[config.mk]
export PLATFORM = sky130hd
export DESIGN_NAME = lrut_out_stage
export DESIGN_NICKNAME = d
export VERILOG_FILES = /design/src/rtl/lru_replacement_tracker_assert.svh /design/src/rtl/lrut_out_stage.sv
export SDC_FILE = /design/constraint.sdc
export NUM_CORES = 1
export LEC_CHECK = 0
export BUFFER_PORTS_ARGS = -buffer_cell sky130_fd_sc_hd__buf_4
export CELL_PAD_IN_SITES_DETAIL_PLACEMENT = 0
export CELL_PAD_IN_SITES_GLOBAL_PLACEMENT = 2
export CORE_AREA = 2 2 39 41
export CTS_CLUSTER_SIZE = 30
export DETAILED_ROUTE_END_ITERATION = 6
export DIE_AREA = 0 0 41 43
export GPL_TIMING_DRIVEN = 0
export PLACE_DENSITY_LB_ADDON = 0.1
export SKIP_CTS_REPAIR_TIMING = 1
export SYNTH_ARGS = -nofsm -noshare
export SYNTH_HDL_FRONTEND = slang
export SYNTH_SLANG_ARGS = --single-unit
[constraint.sdc]
create_clock -name clk -period 1.6 [get_ports clk]
set_input_delay 0.32 -clock clk [delete_from_list [all_inputs] [get_ports clk]]
set_output_delay 0.32 -clock clk [all_outputs]
set_load 0.005 [all_outputs]
[src/rtl/lru_replacement_tracker_assert.svh]
// Assertion macros shared by the LRU tracker RTL.
`ifndef LRU_REPLACEMENT_TRACKER_ASSERT_SVH
`define LRU_REPLACEMENT_TRACKER_ASSERT_SVH

// Check a condition at every clock edge out of reset.
`define LRUT_CHECK(label, cond) \
    label: assert property (@(posedge clk) disable iff (!rst_n) (cond)) \
        else $error("lru tracker check failed");

// Check that an antecedent implies a consequent in the following cycle.
`define LRUT_CHECK_NEXT(label, ante, cons) \
    label: assert property (@(posedge clk) disable iff (!rst_n) (ante) |=> (cons)) \
        else $error("lru tracker sequence check failed");

`endif

[src/rtl/lrut_out_stage.sv]
// Result register holding one item until the downstream side takes it.
`default_nettype none

module lrut_out_stage #(
    parameter int WIDTH = 8
) (
    input  wire logic             clk,
    input  wire logic             rst_n,
    input  wire logic             load,
    input  wire logic [WIDTH-1:0] data_in,
    output logic                  room,
    output logic                  m_valid,
    input  wire logic             m_ready,
    output logic      [WIDTH-1:0] m_data
);

    logic             valid_reg;
    logic [WIDTH-1:0] data_reg;

    assign room    = !valid_reg || m_ready;
    assign m_valid = valid_reg;
    assign m_data  = data_reg;

    always_ff @(posedge clk or negedge rst_n)
    begin
        if (!rst_n)
        begin
            valid_reg <= 1'b0;
        end
        else if (load)
        begin
            valid_reg <= 1'b1;
        end
        else if (m_ready)
        begin
            valid_reg <= 1'b0;
        end
    end

    always_ff @(posedge clk)
    begin
        if (load)
        begin
            data_reg <= data_in;
        end
    end

endmodule

`default_nettype wire

# Word level (Yosys, flattened, before mapping)
# Index checks and enable logic that the tools add are counted.
# Widths: inputs -> output; s select.
# totals
ff_bits,9
out_inout_bits,10
input_bits,12
elab_cells,7
# op_classes
reduce_logical,3
muxes,2
# ops
operator,count
$mux 1,2
$reduce_bool 2->1,1
$logic_not 1->1,1
$logic_or 1x1->1,1

# Depth between registers and ports, before layout
# depth
ltp_word,2
mapped_depth,2
mapped_depth_nobuf,2

# Least setup slack after synthesis
# OpenSTA, ideal clock, no wires.
# synth_timing
path_type,reg2out
from,"register valid_reg, in the netlist m_valid"
to,output room
arrival_time_ns,0.478
path_buffers,0
required_time_ns,1.280
path_slack_ns,0.802
stages_incl_launch_ff,2
cell_sequence,dfrtp_1 -> nand2b_4
# synth_between
elab_chain_cells,2
# synth_rtl
item,line,source
from (decl),lrut_out_stage.sv:17,logic valid_reg;
from (signal assigned),lrut_out_stage.sv:28,valid_reg <= 1'b0;
from (signal assigned),lrut_out_stage.sv:32,valid_reg <= 1'b1;
from (signal assigned),lrut_out_stage.sv:36,valid_reg <= 1'b0;
$logic_not 1->1,lrut_out_stage.sv:20,assign room = !valid_reg || m_ready;
$logic_or 1x1->1,lrut_out_stage.sv:20,
to (decl),lrut_out_stage.sv:11,"output logic room,"
# Every way passes these cells.

# Worst setup path after layout
# Same ends and word-level chain as after synthesis.

==> impl_metrics.csv <==
group,metric,value,unit
synthesis,synthDominantCellAreaShare,83.5,%
synthesis,synth_area,288,um^2
placed_design,placed_cell_area,465,um^2
layout,fillers,147,
setup_path,critical_path.startpoint_type,"register",
routing,drt_first_pass_iters,1,
synthesis,synth_fp_nets,23,
floorplanning,num_rows,14,
timing,rsz0062_at_grt,"false",
synthesis,synthTopCellsByArea,"edfxtp_1 83%, dfrtp_1 8.7%, nand2b_4 4.8%",
power,powerDensity,1020,nW/um^2
floorplanning,ios,22,
placed_design,dp.cells,48,
timing,fin_crit_sh,73.6,%
worst_hold_path,hold_depth,1,
layout,num-nets-final,50,
synthesis,synth_commonest_cells,"8 x edfxtp_1, 1 x dfrtp_1, 1 x nand2b_2, 1 x nand2b_4",
timing,fin_tns_setup,0,ps
power,vdd_drop_max,299,uV
setup_path,required,1280,ps
timing,finalSetupViolCount,0,
layout,post_layout_nonfiller_instances,53,
layout,area_growth,74.8,%
run,cap_violations,0,
clock_tree,cts_inserted_buffers,3,
floorplanning,die_h,43,um
clock_tree,path_clk_slew,60,ps
global_route,grt_use_total,8.47,%
routing,wl_per_cell,11.5,um
floorplanning,start_util,20.8,%
synthesis,async_flop_share,11.1,%
clock_tree,clkLatencyLatePin,260,ps
routing,vias,197,
floorplanning,core_area,1380,um^2
synthesis,synth-edff-count,8,
timing,fin_ws,423,ps
setup_path,worstSetupPathType,"reg2out",
synthesis,yosysWarnings,0,
floorplanning,die_area,1760,um^2
synthesis,synth_cell_types,4,
placed_design,gp_congestion,0.663,
setup_path,reg2reg_to,"m_valid",
worst_hold_path,hold_class,"in2reg",
clock_tree,cts_root_buf,"clkbuf_4",
run_status,status,"complete, no violations",
global_route,grt_pass1_vias,205,
timing,fin_crit,1180,ps
worst_hold_path,hp-start,"data_in[2]",
synthesis,synthMostInstantiatedCell,"edfxtp_1",
setup_path,slowest_stage,"dfrtp_1",
timing,hold_violations,0,
power,leakagePower,0.223,nW
layout,regArea,265,um^2
layout,layout-drive-gt1-share,73.0,%
routing,routed_wl,612,um
setup_path,path_delay_family,"flip-flops",
placed_design,place_ws,590,ps
synthesis,synth.avg_cell_area,26.2,um^2
synthesis,synth_top_family_by_area,"simple AND/OR/NAND/NOR gates",
layout,multi_input_area,22.5,um^2
setup_path,setup.worst_path.start,"m_valid",
routing,ant_nets,0,
synthesis,ys_ff_latch,9,
synthesis,synth_xor_area_share,0,%
timing,max_slew_margin,91.0,%
synthesis,synth-compound-area-share,0,%
worst_hold_path,hold_end,"m_data[2]",
setup_path,rrSetupSlack,950,ps
global_route,grt_first_pass_wirelength,910,um
setup_path,critPathCaptureType,"output port",
clock_tree,cts_tree,"yes",
synthesis,netlist.top_cell.by_area,"edfxtp_1",
setup_path,timing.rr.start,"m_valid",
setup_path,slowest_delay,410,ps
routing,drtIter0Drc,0,
routing,drcViolationCount,0,
synthesis,seq_area_frac_synth,92.2,%
clock_tree,clock-sinks,9,
timing,drv_slew,0,
routing,avgViaCountPerCell,3.72,
timing,fmax,849,MHz
timing,tightest_slew,134,ps
global_route,grt_antenna_before_repair,0,
placed_design,numPortBuffers,21,
synthesis,syn-instance-count,11,
layout,diodes,0,
setup_path,path_cells,"nand2b_4 > buf_4",
clock_tree,clockBufferDepth,2,
synthesis,synth_ff_type,"edfxtp_1",
timing,fin_hold_ws,234,ps
synthesis,synthAdderAreaFrac,0,%
setup_path,crit_arrival,860,ps
layout,postLayoutCellArea,503,um^2
timing,finalClockSkew,0,ps
synthesis,muxShareOfSynthArea,0,%
setup_path,cp_max_fo,2,
clock_tree,htree_levels,1,
setup_path,reg2reg_depth,2,
global_route,grt_overflow_total,0,
floorplanning,chipWidth,41,um
synthesis,synth-simple-area-share,7.83,%
setup_path,crit_buf_inv,1,
global_route,grt_max_degree,10,
==> metal layers <==
metal / global-route usage, % / routed length, um / share of wire, %
met5: 0 / 0 / 0
met4: 8.00 / 0 / 0
met3: 6.81 / 153 / 25
met2: 9.06 / 200 / 33
met1: 9.83 / 258 / 42
==> power by group <==
part | leakage [nW] | switching (mW) | total (mW) | internal, mW
logic | 0.116 | 0.0191 | 0.0629 | 0.0438
registers | 0.0891 | 0.00665 | 0.283 | 0.276
clock network | 0.0177 | 0.0770 | 0.169 | 0.0919
total | 0.223 | 0.103 | 0.514 | 0.412
==> layout make-up <==
| class | instances | share of cell area [%] |
|---|---|---|
| flip-flops and latches | 9 | 52.7 |
| repair buffers | 22 | 33.3 |
| multi-input cells | 2 | 4.48 |
| clock buffers | 3 | 4.48 |
| well taps | 16 | 3.98 |
| clock inverters | 1 | 0.995 |
==> per-stage QoR <==
step                power, mW  utilization, %
global placement        0.350            33.6
finish                  0.514            36.3
global route            0.543            36.3
CTS                     0.522            35.6
detailed placement      0.351            33.6
floorplan               0.295               -
==> cell usage in the layout, fill, tap and decap left out <==
| cell | instances |
|---|---|
| buf_4 | 21 |
| edfxtp_1 | 8 |
| clkbuf_4 | 3 |
| nand2b_4 | 1 |
| nand2b_2 | 1 |
| clkinv_2 | 1 |
| dlygate4sd3_1 | 1 |
| dfrtp_1 | 1 |
==> flip-flops by register name, summed over array words and instances, names as in the netlist <==
| name | flops |
|---|---|
| m_valid | 1 |
| m_data | 8 |
==> worst max path at each step <==
stage | endpoint | cells past startpoint
final | room | 2
after global routing | room | 2
after CTS | room | 2
after detailed placement | room | 3
after global placement | room | 3
after floorplan | room | 1
==> cells by family (layout without fill, tap and decap cells) <==
logic type,Yosys count,count (layout)
and+or+nand+nor,2,2
buffers and inverters,0,26
DFF,9,9
No activity file was read; power rests on OpenSTA's default activity.
