[src/rtl/lru_replacement_tracker_assert.svh]
// Assertion macros shared by the LRU tracker RTL.
`ifndef LRU_REPLACEMENT_TRACKER_ASSERT_SVH
`define LRU_REPLACEMENT_TRACKER_ASSERT_SVH

// Check a condition at every clock edge out of reset.
`define LRUT_CHECK(label, cond) \
    label: assert property (@(posedge clk) disable iff (!rst_n) (cond)) \
        else $error("lru tracker check failed");

// Check that an antecedent implies a consequent in the following cycle.
`define LRUT_CHECK_NEXT(label, ante, cons) \
    label: assert property (@(posedge clk) disable iff (!rst_n) (ante) |=> (cons)) \
        else $error("lru tracker sequence check failed");

`endif

[src/rtl/lrut_in_stage.sv]
// Input register stage holding one item for the slot array.
`default_nettype none

module lrut_in_stage #(
    parameter int WIDTH = 8
) (
    input  wire logic             clk,
    input  wire logic             rst_n,
    input  wire logic             s_valid,
    output logic                  s_ready,
    input  wire logic [WIDTH-1:0] s_data,
    input  wire logic             take,
    output logic                  valid,
    output logic      [WIDTH-1:0] data
);

    logic             valid_reg;
    logic [WIDTH-1:0] data_reg;

    assign s_ready = !valid_reg || take;
    assign valid   = valid_reg;
    assign data    = data_reg;

    always_ff @(posedge clk or negedge rst_n)
    begin
        if (!rst_n)
        begin
            valid_reg <= 1'b0;
        end
        else if (s_valid && s_ready)
        begin
            valid_reg <= 1'b1;
        end
        else if (take)
        begin
            valid_reg <= 1'b0;
        end
    end

    always_ff @(posedge clk)
    begin
        if (s_valid && s_ready)
        begin
            data_reg <= s_data;
        end
    end

endmodule

`default_nettype wire

[config.mk]
export PLATFORM = sky130hd
export DESIGN_NAME = lrut_in_stage
export DESIGN_NICKNAME = d
export VERILOG_FILES = /design/src/rtl/lru_replacement_tracker_assert.svh /design/src/rtl/lrut_in_stage.sv
export SDC_FILE = /design/constraint.sdc
export NUM_CORES = 1
export LEC_CHECK = 0
export BUFFER_PORTS_ARGS = -buffer_cell sky130_fd_sc_hd__buf_2
export CAP_MARGIN = 20
export CORE_AREA = 2 2 39 41
export CTS_CLUSTER_DIAMETER = 60
export DETAILED_ROUTE_END_ITERATION = 8
export DIE_AREA = 0 0 41 43
export PLACE_DENSITY = 0.47
export SLEW_MARGIN = 15
export SYNTH_ARGS = -nofsm -noshare
export SYNTH_HDL_FRONTEND = slang
export SYNTH_SLANG_ARGS = --single-unit
[constraint.sdc]
create_clock -name clk -period 2.54 [get_ports clk]
set_input_delay 0.254 -clock clk [delete_from_list [all_inputs] [get_ports clk]]
set_output_delay 0.254 -clock clk [all_outputs]
set_load 0.005 [all_outputs]
After elaboration in Yosys (flattened, before gate mapping)
Cells that the tools add are included.
{"block": "word_totals", "register_bits": 9, "out_inout_bits": 10, "word_cells": 8, "in_bits": 12}
{"block": "classes", "reduce_logical": 4, "muxes": 2}
{"op": "$mux W1", "n": 2}
{"op": "$reduce_bool A2 Y1", "n": 1}
{"op": "$logic_and A1 B1 Y1", "n": 1}
{"op": "$logic_not A1 Y1", "n": 1}
{"op": "$logic_or A1 B1 Y1", "n": 1}

Logic depth before layout (Yosys ltp)
Gate-level depths: netlist of run 1.
{"block": "depth", "depth_word": 4, "mapped_depth": 2, "ltp_nobuf": 2}

Worst setup path before layout of run 1
No wires, ideal clock.
{"block": "synth_path", "path_type": "flip-flop to flip-flop", "start": "reg valid_reg (netlist: valid)", "end": "reg data_reg[0] (netlist: data[0]) (enable)", "t_arrival_ns": 0.665, "n_path_buf": 0, "setup_time_ns": 0.300, "setup_slack_ns": 1.575, "required_time_ns": 2.240, "stages_incl_launch_ff": 3, "period_less_slack_ns": 0.965, "path_cell_list": "dfrtp_1 -> nand2b_4 -> and2_4"}
{"block": "synth_via", "elab_chain_cells": 3}
{"item": "from (decl)", "line_no": "lrut_in_stage.sv:17", "rtl": "logic valid_reg;"}
{"item": "from (signal assigned)", "line_no": "lrut_in_stage.sv:28", "rtl": "valid_reg <= 1'b0;"}
{"item": "from (signal assigned)", "line_no": "lrut_in_stage.sv:32", "rtl": "valid_reg <= 1'b1;"}
{"item": "from (signal assigned)", "line_no": "lrut_in_stage.sv:36", "rtl": "valid_reg <= 1'b0;"}
{"item": "$logic_not A1 Y1", "line_no": "lrut_in_stage.sv:20", "rtl": "assign s_ready = !valid_reg || take;"}
{"item": "$logic_or A1 B1 Y1", "line_no": "lrut_in_stage.sv:20"}
{"item": "via s_ready", "line_no": "lrut_in_stage.sv:10", "rtl": "output logic s_ready,"}
{"item": "$logic_and A1 B1 Y1", "line_no": "lrut_in_stage.sv:42", "rtl": "if (s_valid && s_ready)"}
{"item": "to (signal assigned)", "line_no": "lrut_in_stage.sv:44", "rtl": "data_reg <= s_data;"}
{"item": "to (decl)", "line_no": "lrut_in_stage.sv:18", "rtl": "logic [WIDTH-1:0] data_reg;"}
The timed path passes the listed nets, and every way through them passes these cells.
A chain may end at the register's enable or synchronous reset.

Final worst setup path of run 1
{"block": "layout_path", "start": "reg valid_reg (netlist: valid)", "end": "out s_ready"}
{"block": "layout_via", "elab_chain_cells": 2}
{"item": "$logic_not A1 Y1", "line_no": "lrut_in_stage.sv:20"}
{"item": "$logic_or A1 B1 Y1", "line_no": "lrut_in_stage.sv:20"}
{"item": "to (decl)", "line_no": "lrut_in_stage.sv:10"}
Every way passes these cells.

==> flow_summary.yaml, run 1 <==
floorplanning:
  start_util: 0.2125
  coreArea_mm2: 0.001384
  row_count: 14
  die_h_um: 43
  fp.dieArea_mm2: 0.001763
  ios: 22
  die_x_um: 41
global_route:
  antenna_found_initial: 0
  grt_max_degree: 9
  track_usage: 0.07347
  gr-total-overflow: 0
  grt_first_pass_wirelength_um: 807
  grt_pass1_vias: 219
timing:
  maxSlewViolCount: 0
  worstMarginPinSlew_ps: 134.4
  setup_viol: 0
  skew_ps: 0.2455
  slew-limit-headroom: 0.9104
  hold_violations: 0
  fin_crit_ps: 1100
  rsz0062_at_grt: "no"
  timing.final.crit_share: 0.4331
  fin_tns_setup_ps: 0
  max_freq_mhz: 908.9
worst_setup_path:
  path_cells: "nand2b_4, buf_2"
  slowest_delay_ps: 410
  end_kind: "primary output"
  r2r_start: "valid$_DFFE_PN0P_"
  crit_type: "reg -> out"
  slowest_stage: "dfrtp_1"
  critPathRequiredTime_ps: 2290
  cp_max_fo: 3
  cp.arrival_ps: 850
  startpoint: "valid$_DFFE_PN0P_"
  startpoint_type: "flip-flop"
power_and_ir_drop:
  irDropWorstVdd_uv: 217.0
  leakage_uw: 0.0002036
  finalPower_uw: 303.2
  p_per_area_mw_per_mm2: 665.8
clocking:
  path_clk_slew_ps: 60
  cts_tree: "yes"
  cts_setup_buffers: 0
  cts.htree.levels: 1
  insertion_delay_ps: 250
  root_buffer: "clkbuf_4"
  cts_sinks: 9
  numCtsBuffers: 3
  clock_path_buffers: 2
synthesis:
  ys_seq_area_frac: 0.9021
  synth_nets: 24
  synth_warnings: 0
  synth_area_um2: 294.0
  avgSynthCellArea_um2: 24.50
  ys_types: 5
  synth_cells: 12
  ys_seq_elements: 9
finish:
  final_common_cell: "buf_2"
  multiInputGateArea_um2: 28.78
  register_area_um2: 265.3
  antennaDiodeCount: 0
  fin_cells: 54
  drive_gt1_frac: 0.6842
  final_cell_mix: "buf_2 (21), edfxtp_1 (8), clkbuf_4 (3)"
  area_delta_synth_final_pct: 54.89
  largest_reg_flops: 8
  finalInstanceArea_um2: 455.4
  layout.nets: 51
  fillers: 135
detailed_routing:
  vias_per_cell: 3.741
  finalWirelength_um: 540
  first_pass_iters: 1
  routedWlPerCell_um: 10.00
  drc: 0
  num_vias: 202
  drt.antenna.violating_nets: 0
  drtIter0Drc: 0
status:
  outcome: "completed"
placement:
  io_buffers: 21
  gp_congestion: 0.5958
  placed_cell_area_um2: 419.2
  dp_cells: 49
worst_hold_path:
  hp-class: "in -> reg"
  hold_path_startpoint: "s_data[3]"
flow_run:
  drv_cap: 0
[synth_stat cells, drive strengths merged]
cell type / number / area (µm²)
edfxtp: 8 / 240.2
and2: 1 / 8.760
nand2b: 2 / 20.02
dfrtp: 1 / 25.02
[worst max-delay path, delay by kind of cell (launching register included)]
kind	cells	cell delay, ps
buffers and inverters	1	110
DFF	1	410
and+or+nand+nor	1	90
[cell type report]
class / count / area share
Clock buffer: 4 / 0.05769
Multi-Input combinational cell: 3 / 0.06319
Sequential cell: 9 / 0.5824
Tap cell: 16 / 0.04396
Timing Repair Buffer: 22 / 0.2527
[routing by layer]
metal / global-route usage / vias to the layer above / wire length [µm]
li1: - / 96 / -
met1: 0.06441 / 88 / 177
met2: 0.1156 / 18 / 257
met3: 0.03665 / 0 / 105
met4: 0.06000 / 0 / 0
met5: 0 / - / 0
[kinds of logic (layout without fill, tap and decap cells)]
logic type / Yosys count / count (layout) / synth area share
buffers and inverters: 0 / 26 / 0
and+or+nand+nor: 3 / 3 / 0.09788
DFF: 9 / 9 / 0.9021
[metrics by stage]
step	setup WS (ps)	hold slack (ps)	utilization
2_1_floorplan	1575	-41.59	-
3_3_place_gp	1586	28.59	0.3029
3_5_place_dp	1562	29.32	0.3029
4_1_cts	1428	167.2	0.3291
5_1_grt	1391	159.8	0.3291
6_report	1440	179.0	0.3291
[worst paths after layout]
check	end	slack, ps	depth (start not counted)
min in group asynchronous	valid$_DFFE_PN0P_	310	2
max in group asynchronous	valid$_DFFE_PN0P_	2150	2
worst min-delay path	data[3]$_DFFE_PP_	180	1
worst max register to register	data[4]$_DFFE_PP_	1560	2
worst max-delay path	s_ready	1440	2
worst min register to register	valid$_DFFE_PN0P_	550	2
[what timing repair did]
| item | 4_1_cts | 5_1_grt |
|---|---|---|
| hold buffers | 1 | 0 |
| gates resized for setup | 0 | 0 |
| endpoints found under the hold margin | 1 | 0 |
[power by group]
group	internal (µW)	switching [µW]
sequential	171	2.72
clock	60.1	43.0
combinational	15.8	10.5
(Power assumes the default switching activity.)
==> inputs of run 2 (changes only) <==
- PLACE_DENSITY: 0.47 -> 0.49
- clock period: 2.54 -> 0.9 ns (I/O delays scaled with it)
==> run 2 against run 1 <==
  * Sequential power rose to 2.8 times the previous value
  * Flip-flop and latch count unchanged
  * Wire length up 12%
  * Power rose to 2.9 times the previous value
  * First-iteration DRC count unchanged
  * Sequential share of layout area down 3.3 points
  * Worst setup slack worse by 1500 ps
  * Critical path depth up 1
  * Largest cell class unchanged
  * Final cell count up 3.7%
  * The flow now finishes with violations (negative setup slack)
  * Clock power rose to 2.9 times the previous value
  * Core utilization up 2.0 points
  * Highest routed layer is now met4
==> flow_summary.yaml, run 2 (synthesized netlist as in run 1, its figures left out) <==
floorplanning:
  row_count: 14
  die_x_um: 41
  ios: 22
  fp.dieArea_mm2: 0.001763
  coreArea_mm2: 0.001384
  die_h_um: 43
  start_util: 0.2125
worst_setup_path:
  end_kind: "primary output"
  cp_max_fo: 2
  crit_type: "reg -> out"
  rrSetupSlack_ps: -80
  startpoint_type: "flip-flop"
  cp.arrival_ps: 910
  critPathRequiredTime_ps: 810
worst_hold_path:
  hp-class: "in -> reg"
detailed_routing:
  num_vias: 202
  top_layer: "met4"
  drc: 0
  finalWirelength_um: 605
  first_pass_iters: 1
  drtIter0Drc: 0
  vias_per_cell: 3.607
  drt.antenna.violating_nets: 0
  wl_met1_um: 267
  wl_met2_um: 229
  route.met3.wl_um: 101
  routedWlPerCell_um: 10.80
global_route:
  grt_pass1_vias: 213
  track_usage: 0.07645
  gr-total-overflow: 0
  grt_max_degree: 9
  antenna_found_initial: 0
  grt_first_pass_wirelength_um: 834
clocking:
  clock_path_buffers: 2
  cts.htree.levels: 1
  cts_tree: "yes"
  numCtsBuffers: 3
  root_buffer: "clkbuf_4"
  path_clk_slew_ps: 60
  insertion_delay_ps: 250
  cts_sinks: 9
  cts_setup_buffers: 0
timing:
  rsz0062_at_grt: "yes"
  worstMarginPinSlew_ps: 121.0
  hold_violations: 0
  skew_ps: 0.9889
  timing.final.crit_share: 1.116
  fin_ws_ps: -104.1
  slew-limit-headroom: 0.9194
  max_freq_mhz: 995.9
  maxSlewViolCount: 0
  fin_crit_ps: 1004
  setup_viol: 9
power_and_ir_drop:
  p_per_area_mw_per_mm2: 1826
  leakage_uw: 0.0002165
  finalPower_uw: 881.9
  irDropWorstVdd_uv: 648.4
finish:
  final_cell_mix: "buf_2 (20), edfxtp_1 (8), clkbuf_4 (3)"
  area_delta_synth_final_pct: 64.26
  final_common_cell: "buf_2"
  multiInputGateArea_um2: 28.78
  fillers: 142
  drive_gt1_frac: 0.6750
  register_area_um2: 265.3
  largest_reg_flops: 8
  layout.nets: 53
  finalInstanceArea_um2: 483.0
  antennaDiodeCount: 0
placement:
  placed_cell_area_um2: 426.7
  dp_hpwl_um: 478.1
  gp_congestion: 0.6146
  io_buffers: 21
  pre_cts_ws_ps: -67.07
status:
  violations: "negative setup slack"
  outcome: "complete, but fails checks"
flow_run:
  drv_cap: 0
run 2: changes by cell type in the layout (fill, tap and decap cells not counted), sizes merged:
cell | previous run | this run
buf | 21 | 22
dlygate4sd3 | 1 | 2
run 2: area by class of cell:
type / instances / share of cell area
flip-flops and latches: 9 / 0.5492
repair buffers: 24 / 0.2953
multi-input cells: 3 / 0.05959
clock buffers: 4 / 0.05440
well taps: 16 / 0.04145
run 2: through the flow:
step / utilization / instances / setup TNS [ps] / hold WS [ps]
after floorplan: - / 12 / -483.4 / -205.6
after global placement: 0.3083 / 50 / -331.1 / -134.2
after detailed placement: 0.3083 / 50 / -535.4 / -130.8
after CTS: 0.3490 / 56 / -812.6 / 6.847
after global routing: 0.3490 / 56 / -1033 / 2.139
final: 0.3490 / 56 / -706.6 / 15.26
run 2: worst max-delay path, stage by stage (launching register included):
cell	delay [ps]
dfrtp_1	380
nand2b_4	60
buf_6	110
buf_6	100
run 2: worst paths after layout:
check                                       start           endpoint  cells after the start
worst min register to register  valid$_DFFE_PN0P_  valid$_DFFE_PN0P_                      3
worst max-delay path            valid$_DFFE_PN0P_            s_ready                      3
min in group asynchronous                   rst_n  valid$_DFFE_PN0P_                      2
worst max register to register  valid$_DFFE_PN0P_  data[2]$_DFFE_PP_                      2
worst min-delay path                    s_data[2]  data[2]$_DFFE_PP_                      1
max in group asynchronous                   rst_n  valid$_DFFE_PN0P_                      2
run 2: timing repair:
item	CTS	global route
gates cloned	0	0
pin swaps	1	0
hold endpoints to repair	2	0
gates resized for setup	2	0
setup endpoints to repair	9	10
hold buffers	2	0
run 2: power breakdown:
part / total (µW) / switching, µW / internal (µW)
registers: 490 / 7.06 / 483
logic: 90.6 / 34.2 / 56.4
clock network: 301 / 131 / 170
total: 882 / 173 / 709
run 2: layer usage:
layer	track usage	vias to the layer above
met5	0	-
met4	0.08000	0
li1	-	101
met3	0.01571	2
met2	0.09375	21
met1	0.1014	78
==> inputs of run 3 (changes only) <==
- HOLD_SLACK_MARGIN: default -> 0.08
==> run 3 against run 2 <==
  * Non-clock buffer count is 8 higher
  * Global-route usage is 1.0 points higher
  * Count of clock-buffer cells in the layout stayed put
  * The flow still finishes with violations (negative setup slack)
  * Final area is 17% higher
  * Worst hold slack better by 120 ps
  * Clock skew hardly changed
  * Combinational power is 29% higher
  * Register-to-register slack hardly changed
==> flow_summary.yaml, run 3 (synthesized netlist as in run 1, its figures left out) <==
clocking:
  clock_path_buffers: 2
  cts_sinks: 9
  insertion_delay_ps: 250
  path_clk_slew_ps: 60
  cts.htree.levels: 1
  cts_tree: "yes"
  numCtsBuffers: 3
  root_buffer: "clkbuf_4"
finish:
  fin_cells: 64
  final_cell_mix: "buf_2 (20), dlygate4sd3_1 (10), edfxtp_1 (8)"
  fillers: 131
  antennaDiodeCount: 0
  area_delta_synth_final_pct: 91.49
  largest_reg_flops: 8
  layout.nets: 61
  drive_gt1_frac: 0.5625
  final_common_cell: "buf_2"
  fin_util: 0.4069
timing:
  maxSlewViolCount: 0
  worstMarginPinSlew_ps: 120.9
  hold_violations: 0
  fin_crit_ps: 1003
  skew_ps: 0.5714
  max_freq_mhz: 997.5
  setup_viol: 9
  slew-limit-headroom: 0.9194
  timing.final.crit_share: 1.114
  fin_ws_ps: -102.5
  rsz0062_at_grt: "yes"
floorplanning:
  coreArea_mm2: 0.001384
  row_count: 14
  start_util: 0.2125
  die_x_um: 41
  ios: 22
  fp.dieArea_mm2: 0.001763
  die_h_um: 43
worst_setup_path:
  critPathMostFrequentCell: "buf_6"
  cp_max_fo: 2
  path_cells: "nand2b_4, buf_6, buf_6"
  end_kind: "primary output"
  reg2reg_depth: 2
  startpoint_type: "flip-flop"
  rrSetupSlack_ps: -70
  slowest_delay_ps: 380
  slowest_stage: "dfrtp_1"
  r2r_end: "data[2]$_DFFE_PP_"
  crit_end: "s_ready"
  startpoint: "valid$_DFFE_PN0P_"
  crit_type: "reg -> out"
  r2r_start: "valid$_DFFE_PN0P_"
  critPathRequiredTime_ps: 810
  cp.arrival_ps: 910
global_route:
  grt_max_degree: 9
  grt_pass1_vias: 253
  track_usage: 0.08665
  antenna_found_initial: 0
  grt_first_pass_wirelength_um: 952
  gr-total-overflow: 0
detailed_routing:
  vias_per_cell: 3.547
  drc: 0
  first_pass_iters: 1
  finalWirelength_um: 659
  num_vias: 227
  drtIter0Drc: 0
  routedWlPerCell_um: 10.30
  drt.antenna.violating_nets: 0
placement:
  gp_congestion: 0.6146
  dp_cells: 50
  dp_hpwl_um: 478.1
  io_buffers: 21
flow_run:
  drv_cap: 0
status:
  outcome: "complete, but fails checks"
  violations: "negative setup slack"
power_and_ir_drop:
  p_per_area_mw_per_mm2: 1612
  finalPower_uw: 907.4
  irDropWorstVdd_uv: 649.3
  leakage_uw: 0.0002499
worst_hold_path:
  hp-class: "in -> async"
==> run 3: cell count changes in the layout (fill, tap and decap cells not counted), sizes merged <==
| cell | change |
|---|---|
| dlygate4sd3 | +8 |
==> run 3: worst max-delay path, delay by kind of cell, from the launching register on <==
family,cells,cell delay (ps)
buf+inv,2,210
flops,1,380
simple gates,1,60
==> run 3: stage by stage <==
step	hold slack (ps)	area (µm²)	setup TNS, ps	worst slack [ps]
4_1_cts	123.4	563.0	-812.6	-121.4
3_3_place_gp	-134.2	426.7	-331.1	-41.47
6_report	132.0	563.0	-696.8	-102.5
2_1_floorplan	-205.6	294.0	-483.4	-60.42
3_5_place_dp	-130.8	426.7	-535.4	-67.07
5_1_grt	139.5	563.0	-1037	-147.4
==> run 3: area by class of cell <==
| type | instances | area, µm² | area share |
|---|---|---|---|
| flip-flops and latches | 9 | 265.3 | 0.4711 |
| well taps | 16 | 20.02 | 0.03556 |
| repair buffers | 32 | 222.7 | 0.3956 |
| multi-input cells | 3 | 28.78 | 0.05111 |
| clock buffers | 4 | 26.28 | 0.04667 |
==> run 3: how the worst min path moves through the flow <==
| stage | end | depth (start not counted) |
|---|---|---|
| global placement | valid$_DFFE_PN0P_ | 1 |
| CTS | valid$_DFFE_PN0P_ | 2 |
| floorplan | valid$_DFFE_PN0P_ | 0 |
| finish | valid$_DFFE_PN0P_ | 2 |
| detailed placement | valid$_DFFE_PN0P_ | 1 |
| global route | valid$_DFFE_PN0P_ | 2 |
==> run 3: metal layers <==
layer	vias up	wire length (µm)	global-route usage
li1	117	-	-
met1	87	301	0.1014
met2	21	263	0.1250
met3	2	86	0.01571
met4	0	7	0.08000
met5	-	0	0
==> run 3: where the power goes <==
part | total (µW) | switching [µW] | internal, µW | leakage, µW
logic | 117 | 38.2 | 78.9 | 0.000148
registers | 490 | 7.14 | 483 | 0.0000869
clock network | 300 | 130 | 170 | 0.0000150
==> run 3: repair_timing <==
| item | CTS | global route |
|---|---|---|
| resized for setup | 2 | 0 |
| setup endpoints to repair | 9 | 10 |
| pin swaps | 1 | 0 |
| buffers inserted | 0 | 0 |
| hold buffers | 10 | 0 |
| endpoints found under the hold margin | 10 | 0 |
